<file path="config.mk">
export PLATFORM = sky130hd
export DESIGN_NAME = utf8_to_utf16_decoder_top
export DESIGN_NICKNAME = d
export VERILOG_FILES = /design/src/rtl/u8u16_pkg.sv /design/src/rtl/u8u16_front.sv /design/src/rtl/u8u16_queue.sv /design/src/rtl/u8u16_back.sv /design/src/rtl/utf8_to_utf16_decoder_top.sv
export SDC_FILE = /design/constraint.sdc
export NUM_CORES = 1
export LEC_CHECK = 0
export BUFFER_PORTS_ARGS = -buffer_cell sky130_fd_sc_hd__buf_2
export CORE_ASPECT_RATIO = 1.2
export CORE_MARGIN = 3
export CORE_UTILIZATION = 55
export DETAILED_ROUTE_END_ITERATION = 16
export PLACE_DENSITY_LB_ADDON = 0.12
export REMOVE_ABC_BUFFERS = 1
export SYNTH_ARGS = -nofsm -noshare
export SYNTH_HDL_FRONTEND = slang
export SYNTH_HIERARCHICAL = 1
export SYNTH_SLANG_ARGS = --single-unit
export TNS_END_PERCENT = 1
</file>
<file path="constraint.sdc">
create_clock -name clk -period 13.4 [get_ports clk]
set_clock_uncertainty 0.15 [all_clocks]
set_input_delay 1.34 -clock clk [delete_from_list [all_inputs] [get_ports clk]]
set_output_delay 1.34 -clock clk [all_outputs]
set_load 0.1 [all_outputs]
</file>
<file path="src/rtl/u8u16_pkg.sv">
package u8u16_pkg;

    // Result status codes.
    localparam logic [1:0] ST_UNIT = 2'd0;
    localparam logic [1:0] ST_END  = 2'd1;
    localparam logic [1:0] ST_ERR  = 2'd2;

    // UTF-16 surrogate ranges and their high six bits.
    localparam logic [20:0] LEAD_FIRST  = 21'h00D800;
    localparam logic [20:0] LEAD_LAST   = 21'h00DBFF;
    localparam logic [20:0] TRAIL_FIRST = 21'h00DC00;
    localparam logic [20:0] TRAIL_LAST  = 21'h00DFFF;
    localparam logic [20:0] PLANE1_BASE = 21'h010000;
    localparam logic [5:0]  LEAD_HI     = 6'b110110;
    localparam logic [5:0]  TRAIL_HI    = 6'b110111;

    // Queue between the byte front end and the result back end.
    localparam int QUEUE_DEPTH = 2;
    localparam int QPTR_W      = (QUEUE_DEPTH > 1) ? $clog2(QUEUE_DEPTH) : 1;
    localparam int QCNT_W      = $clog2(QUEUE_DEPTH + 1);

    // One decoded byte's worth of results: one or two entries.
    typedef struct packed {
        logic [20:0] unit0;
        logic [1:0]  status0;
        logic        two;
        logic [15:0] unit1;
    } u8u16_job_t;

endpackage

</file>
<file path="src/rtl/u8u16_front.sv">
module u8u16_front
    import u8u16_pkg::*;
(
    input  logic       clk,
    input  logic       rst_n,
    input  logic       cfg_wr,
    input  logic       cfg_data,
    input  logic       in_accept,
    input  logic [7:0] in_byte,
    output logic       push,
    output u8u16_job_t job
);

    logic [1:0]  bytes_left_reg, bytes_left_next;
    logic [20:0] accum_reg, accum_next;
    logic        lead_pending_reg, lead_pending_next;
    logic [9:0]  lead_bits_reg, lead_bits_next;
    logic        skip_reg, skip_next;
    logic        sixteen_reg;

    logic [20:0] acc_shift;
    logic [1:0]  bl_dec;
    logic [20:0] cp;
    logic [20:0] joined;
    logic [20:0] offset;
    logic        do_finish;
    logic        do_fail;
    logic        fail_zero;

    always_ff @(posedge clk or negedge rst_n)
    begin
        if (!rst_n)
        begin
            bytes_left_reg   <= '0;
            accum_reg        <= '0;
            lead_pending_reg <= 1'b0;
            lead_bits_reg    <= '0;
            skip_reg         <= 1'b0;
            sixteen_reg      <= 1'b0;
        end
        else
        begin
            bytes_left_reg   <= bytes_left_next;
            accum_reg        <= accum_next;
            lead_pending_reg <= lead_pending_next;
            lead_bits_reg    <= lead_bits_next;
            skip_reg         <= skip_next;
            if (cfg_wr)
            begin
                sixteen_reg <= cfg_data;
            end
        end
    end

    always_comb
    begin
        bytes_left_next   = bytes_left_reg;
        accum_next        = accum_reg;
        lead_pending_next = lead_pending_reg;
        lead_bits_next    = lead_bits_reg;
        skip_next         = skip_reg;
        push              = 1'b0;
        job               = '0;
        do_finish         = 1'b0;
        do_fail           = 1'b0;
        fail_zero         = 1'b0;
        cp                = '0;
        acc_shift         = {accum_reg[14:0], in_byte[5:0]};
        bl_dec            = bytes_left_reg - 2'd1;

        if (in_accept)
        begin
            if (skip_reg)
            begin
                if (in_byte == 8'd0)
                begin
                    skip_next = 1'b0;
                end
            end
            else if (bytes_left_reg != 2'd0)
            begin
                if (in_byte[7:6] != 2'b10)
                begin
                    do_fail   = 1'b1;
                    fail_zero = (in_byte == 8'd0);
                end
                else
                begin
                    accum_next      = acc_shift;
                    bytes_left_next = bl_dec;
                    if (bl_dec == 2'd0)
                    begin
                        do_finish  = 1'b1;
                        cp         = acc_shift;
                        accum_next = '0;
                    end
                end
            end
            else if (in_byte == 8'd0)
            begin
                lead_pending_next = 1'b0;
                lead_bits_next    = '0;
                push              = 1'b1;
                job.status0       = ST_END;
            end
            else if (!in_byte[7])
            begin
                do_finish = 1'b1;
                cp        = {13'd0, in_byte};
            end
            else if (in_byte[7:5] == 3'b110)
            begin
                accum_next      = {16'd0, in_byte[4:0]};
                bytes_left_next = 2'd1;
            end
            else if (in_byte[7:4] == 4'b1110)
            begin
                accum_next      = {17'd0, in_byte[3:0]};
                bytes_left_next = 2'd2;
            end
            else if (in_byte[7:3] == 5'b11110)
            begin
                accum_next      = {18'd0, in_byte[2:0]};
                bytes_left_next = 2'd3;
            end
            else
            begin
                do_fail = 1'b1;
            end
        end

        // Code point complete: pair up surrogates, and in 16-bit mode split above the BMP.
        joined = {1'b0, lead_bits_reg, cp[9:0]} + PLANE1_BASE;
        offset = cp - PLANE1_BASE;
        if (do_finish)
        begin
            if (lead_pending_reg)
            begin
                if (cp < TRAIL_FIRST || cp > TRAIL_LAST)
                begin
                    do_fail = 1'b1;
                end
                else
                begin
                    lead_pending_next = 1'b0;
                    lead_bits_next    = '0;
                    push              = 1'b1;
                    job.status0       = ST_UNIT;
                    if (sixteen_reg)
                    begin
                        job.unit0 = {5'd0, LEAD_HI, lead_bits_reg};
                        job.two   = 1'b1;
                        job.unit1 = cp[15:0];
                    end
                    else
                    begin
                        job.unit0 = joined;
                    end
                end
            end
            else if (cp >= LEAD_FIRST && cp <= LEAD_LAST)
            begin
                lead_pending_next = 1'b1;
                lead_bits_next    = cp[9:0];
            end
            else
            begin
                push        = 1'b1;
                job.status0 = ST_UNIT;
                if (sixteen_reg && (cp[20:16] != 5'd0))
                begin
                    job.unit0 = {5'd0, LEAD_HI, offset[19:10]};
                    job.two   = 1'b1;
                    job.unit1 = {TRAIL_HI, offset[9:0]};
                end
                else
                begin
                    job.unit0 = cp;
                end
            end
        end

        if (do_fail)
        begin
            bytes_left_next   = '0;
            accum_next        = '0;
            lead_pending_next = 1'b0;
            lead_bits_next    = '0;
            skip_next         = !fail_zero;
            push              = 1'b1;
            job               = '0;
            job.status0       = ST_ERR;
        end
    end

endmodule

</file>
<file path="src/rtl/u8u16_queue.sv">
module u8u16_queue
    import u8u16_pkg::*;
(
    input  logic       clk,
    input  logic       rst_n,
    input  logic       push,
    input  u8u16_job_t push_job,
    input  logic       pop,
    output u8u16_job_t head_job,
    output logic       empty,
    output logic       full
);

    u8u16_job_t          entry_reg [QUEUE_DEPTH];
    logic [QPTR_W-1:0]   wr_ptr_reg, wr_ptr_next;
    logic [QPTR_W-1:0]   rd_ptr_reg, rd_ptr_next;
    logic [QCNT_W-1:0]   count_reg, count_next;
    logic                do_push;
    logic                do_pop;

    assign empty    = (count_reg == QCNT_W'(0));
    assign full     = (count_reg == QCNT_W'(QUEUE_DEPTH));
    assign head_job = entry_reg[rd_ptr_reg];
    assign do_push  = push && !full;
    assign do_pop   = pop && !empty;

    always_comb
    begin
        wr_ptr_next = wr_ptr_reg;
        rd_ptr_next = rd_ptr_reg;
        if (do_push)
        begin
            wr_ptr_next = (wr_ptr_reg == QPTR_W'(QUEUE_DEPTH - 1)) ? '0 : wr_ptr_reg + 1'b1;
        end
        if (do_pop)
        begin
            rd_ptr_next = (rd_ptr_reg == QPTR_W'(QUEUE_DEPTH - 1)) ? '0 : rd_ptr_reg + 1'b1;
        end
        count_next = count_reg + QCNT_W'(do_push) - QCNT_W'(do_pop);
    end

    always_ff @(posedge clk or negedge rst_n)
    begin
        if (!rst_n)
        begin
            wr_ptr_reg <= '0;
            rd_ptr_reg <= '0;
            count_reg  <= '0;
        end
        else
        begin
            wr_ptr_reg <= wr_ptr_next;
            rd_ptr_reg <= rd_ptr_next;
            count_reg  <= count_next;
        end
    end

    always_ff @(posedge clk)
    begin
        if (do_push)
        begin
            entry_reg[wr_ptr_reg] <= push_job;
        end
    end

endmodule

</file>
<file path="src/rtl/u8u16_back.sv">
module u8u16_back
    import u8u16_pkg::*;
(
    input  logic        clk,
    input  logic        rst_n,
    input  u8u16_job_t  head_job,
    input  logic        empty,
    output logic        pop,
    output logic        out_valid,
    input  logic        out_stall,
    output logic [20:0] code_unit,
    output logic [1:0]  status,
    output logic        last
);

    logic        out_valid_reg, out_valid_next;
    logic [20:0] code_unit_reg, code_unit_next;
    logic [1:0]  status_reg, status_next;
    logic        last_reg, last_next;
    logic        second_reg, second_next;
    logic [15:0] unit1_reg, unit1_next;
    logic        out_free;

    assign out_free  = !out_valid_reg || !out_stall;
    assign out_valid = out_valid_reg;
    assign code_unit = code_unit_reg;
    assign status    = status_reg;
    assign last      = last_reg;

    always_comb
    begin
        out_valid_next = out_valid_reg;
        code_unit_next = code_unit_reg;
        status_next    = status_reg;
        last_next      = last_reg;
        second_next    = second_reg;
        unit1_next     = unit1_reg;
        pop            = 1'b0;
        if (out_free)
        begin
            if (second_reg)
            begin
                // Trailing surrogate of a pair already started.
                out_valid_next = 1'b1;
                code_unit_next = {5'd0, unit1_reg};
                status_next    = ST_UNIT;
                last_next      = 1'b1;
                second_next    = 1'b0;
            end
            else if (!empty)
            begin
                pop            = 1'b1;
                out_valid_next = 1'b1;
                code_unit_next = head_job.unit0;
                status_next    = head_job.status0;
                last_next      = !head_job.two;
                second_next    = head_job.two;
                unit1_next     = head_job.unit1;
            end
            else
            begin
                out_valid_next = 1'b0;
            end
        end
    end

    always_ff @(posedge clk or negedge rst_n)
    begin
        if (!rst_n)
        begin
            out_valid_reg <= 1'b0;
            second_reg    <= 1'b0;
        end
        else
        begin
            out_valid_reg <= out_valid_next;
            second_reg    <= second_next;
        end
    end

    always_ff @(posedge clk)
    begin
        code_unit_reg <= code_unit_next;
        status_reg    <= status_next;
        last_reg      <= last_next;
        unit1_reg     <= unit1_next;
    end

endmodule

</file>
<file path="src/rtl/utf8_to_utf16_decoder_top.sv">
// UTF-8 to UTF-16 / code point decoder.
// Input channel: one UTF-8 byte per request on in_byte, qualified by in_valid and
// held off by in_stall; a zero byte closes the string. Output channel: one result
// per request (code_unit, status, last), qualified by out_valid, held by out_stall.
// Configuration: a write request on cfg_valid/cfg_data sets the output mode
// (1 = surrogate pairs above 0xFFFF, 0 = 21-bit code points); cfg_ready is always
// high, and the mode should only be changed while the block is empty.
// Throughput is one byte per cycle while in_stall is low. A byte's first result
// goes through the queue and then the output register; a surrogate pair also holds
// the output for its second unit, which limits the rate on supplementary characters.
// The front end decodes a byte in the cycle it is taken, and a two-entry queue
// feeds the output register, so a stalled receiver first fills the output
// register and queue; only then does in_stall rise, which depends on registers only.
// Reset clears the decoder state, empties the queue and output register and
// selects 21-bit output.
module utf8_to_utf16_decoder_top
    import u8u16_pkg::*;
(
    input  logic        clk,
    input  logic        rst_n,
    input  logic        cfg_valid,
    output logic        cfg_ready,
    input  logic        cfg_data,
    input  logic        in_valid,
    output logic        in_stall,
    input  logic [7:0]  in_byte,
    output logic        out_valid,
    input  logic        out_stall,
    output logic [20:0] code_unit,
    output logic [1:0]  status,
    output logic        last
);

    logic       in_accept;
    logic       push;
    logic       pop;
    logic       empty;
    logic       full;
    u8u16_job_t push_job;
    u8u16_job_t head_job;

    // A byte is taken whenever the queue has room.
    assign cfg_ready = 1'b1;
    assign in_stall  = full;
    assign in_accept = in_valid && !full;

    u8u16_front u_front (
        .clk       (clk),
        .rst_n     (rst_n),
        .cfg_wr    (cfg_valid),
        .cfg_data  (cfg_data),
        .in_accept (in_accept),
        .in_byte   (in_byte),
        .push      (push),
        .job       (push_job)
    );

    u8u16_queue u_queue (
        .clk      (clk),
        .rst_n    (rst_n),
        .push     (push),
        .push_job (push_job),
        .pop      (pop),
        .head_job (head_job),
        .empty    (empty),
        .full     (full)
    );

    u8u16_back u_back (
        .clk       (clk),
        .rst_n     (rst_n),
        .head_job  (head_job),
        .empty     (empty),
        .pop       (pop),
        .out_valid (out_valid),
        .out_stall (out_stall),
        .code_unit (code_unit),
        .status    (status),
        .last      (last)
    );

endmodule

</file>
==> metrics <==
outcome=completed; average size of a mapped cell=13.47 um^2; cell row count=45; Leakage=3.214 nW; layout cells sized above 1=0.2563; htree depth=4; worst setup path startpoint=in_byte[6]; Yosys reg bits=156; Power Density=215.5 nW/um^2; Non-Filler Instances=757; grt ovf=0; total CTS buffers=17; die area=14,850 um^2; clk slew on worst S/H paths=0.07 ns; leading area contributor after synthesis=edfxtp_1; placed cell areas=7599 um^2; most common flop cell mapped by yosys=edfxtp_1; IO Pins=41; Hold Path Origin=u_queue/count_reg[1]; WL final=14.99 mm; peak supply drop=0.1736 mV; share of the synthesized area in the top cell type=0.4882; R2R Setup Slk=8.19 ns; Hold Vio Cnt, Final=0; placed cell count=725; cts repair resizes=0; Max-cap violations=0; final period utilization=0.4221; worst skew pair latency=0.41 ns; Total Power=1.764 mW; initial antenna violation count=0; Iteration-0 DRC Markers=317; number of post-CTS setup repair buffers=0; Largest register FFs=80; Die Width=111.8 um; GRT Total Usage=0.2085; Worst R2R Start=u_front/bytes_left_reg[1]; CTS root buf=clkbuf_16; Slew Limit Fails=0; largest net degree at the start of global routing=42; Antenna Cells=0; Ys Warns=6; fin nets=599; TNS Setup=0 ns; Die Y=132.9 um; Post-Synthesis Cells=548; Max Fanout on Critical Path=40; hpwl dp=9.908 mm; Initial Util=0.5724; top cells by area, synth=edfxtp_1 (49%), dfrtp_1 (12%), mux2_4 (10%); sequential share of the synthesized area=0.6103; Clock Path Buffers=2; vias in the first global route=4,449; worst hold margin=0.3683 ns; CP Data Arrival Time=5.52 ns; DRC violations left=0; Rel. slew slack=0.1773; Finished Cell Area=8187 um^2; vias per std cell=5.954; EDFF count, synth=120; Pre-antenna DRT Iters=5; WP data required=13.27 ns; clk sink count=156; most common library cells after synthesis=edfxtp_1 (120), mux2_4 (50), nor2_1 (45); total number of vias=4,507; # port buffers=39; first-pass GRT wire length=24.14 mm; worst slew pin tran=1.231 ns; FMAX=176.8 MHz; unrepaired setup endpoints after global routing=false; CP Launch Type=primary input; routability cong.=0.9147; synth-to-layout area growth=10.92%; post-synthesis async set-or-reset flop share=0.2308; Avg WL per Cell=19.81 um; Crit Path Category=in2reg; Syn Std Cell Area=7381 um^2; CTS tree=done; post-synthesis cell type count=66; minimum clock period=5.656 ns; Hold Path Class=reg2reg; most common cell in the netlist=edfxtp_1; crit end category=flop; Routed Antenna Nets=0; CORE AREA=12,890 um^2; Final Setup Violations=0; hold_buf cts=0
==> logic make-up after synthesis <==
group,after synthesis,synth area share
and+or+nand+nor,168,0.1222
AOI/OAI and AO/OA,109,0.09782
DFF,156,0.6103
adders and majority gates,5,0.008476
xor gates and xnor gates,8,0.009494
other,2,0.001018
buffers and inverters,43,0.03831
muxes,57,0.1124
==> worst paths after layout <==
check,endpoint,cells past startpoint
max in group asynchronous,u_queue/rd_ptr_reg,1
worst max-delay path,u_queue/entry_reg[0][28],12
min in group asynchronous,u_front/accum_reg[3],1
worst max register to register,u_queue/entry_reg[0][28],11
worst min-delay path,u_queue/count_reg[1],1
worst min register to register,u_queue/count_reg[1],1
==> layout by cell type, fill, tap and decap left out, drive strengths merged, types with 3 or more instances in the layout <==
cell and count:
clkbuf 17, nor3b 3, dfrtp 36, a21o 4, a22o 10, buf 45
nor3 7, inv 15, nand2b 4, edfxtp 120, o21ai 19, nor4 4
and2 9, clkinvlp 3, a21oi 42, nand2 32, o22ai 8, ha 5
mux2 57, clkinv 6, a31oi 6, nor2 46, o211ai 3, xnor2 6
nor2b 13, or3 4, nand3 20, nand4 4, and3 12
==> cell type report <==
cell class,count,area [um^2]
tap,164,205.2
fill,963,4707
multi-input combinational,349,2606
sequential,156,4506
clock inverter,15,162.7
inverter,11,41.29
clock buffer,17,425.4
timing repair buffer,45,240.2
==> report_power, final <==
group	switching (mW)	total, mW	internal [mW]	leakage [nW]
sequential	0.0416	0.678	0.637	1.60
clock	0.194	0.471	0.277	0.277
combinational	0.434	0.615	0.181	1.33
total	0.670	1.76	1.09	3.21
==> through the flow <==
stage	utilization	worst slack, ns
3_5_place_dp	0.5893	7.352
6_report	0.6349	7.744
3_3_place_gp	0.5893	7.434
4_1_cts	0.6349	7.771
2_1_floorplan	-	7.168
5_1_grt	0.6349	7.391
==> layer usage <==
layer	up-vias	track usage	wire length, um
met5	-	0	0
met4	0	0.06085	208
met3	10	0.04620	661
met2	118	0.3620	7778
met1	2256	0.2621	6346
li1	2123	-	-
==> critical path, cell delays in order <==
cell and delay (ns):
buf_2 0.14, or4bb_1 0.59, nor2_2 0.76, nand2_1 0.23, ha_1 0.27, and4b_1 0.21, nor4_4 0.41, nor3_1 0.14
nor3b_1 0.18, or3_1 0.14, nand2_1 0.13, nor2_4 0.94
(Power assumes the default switching activity.)
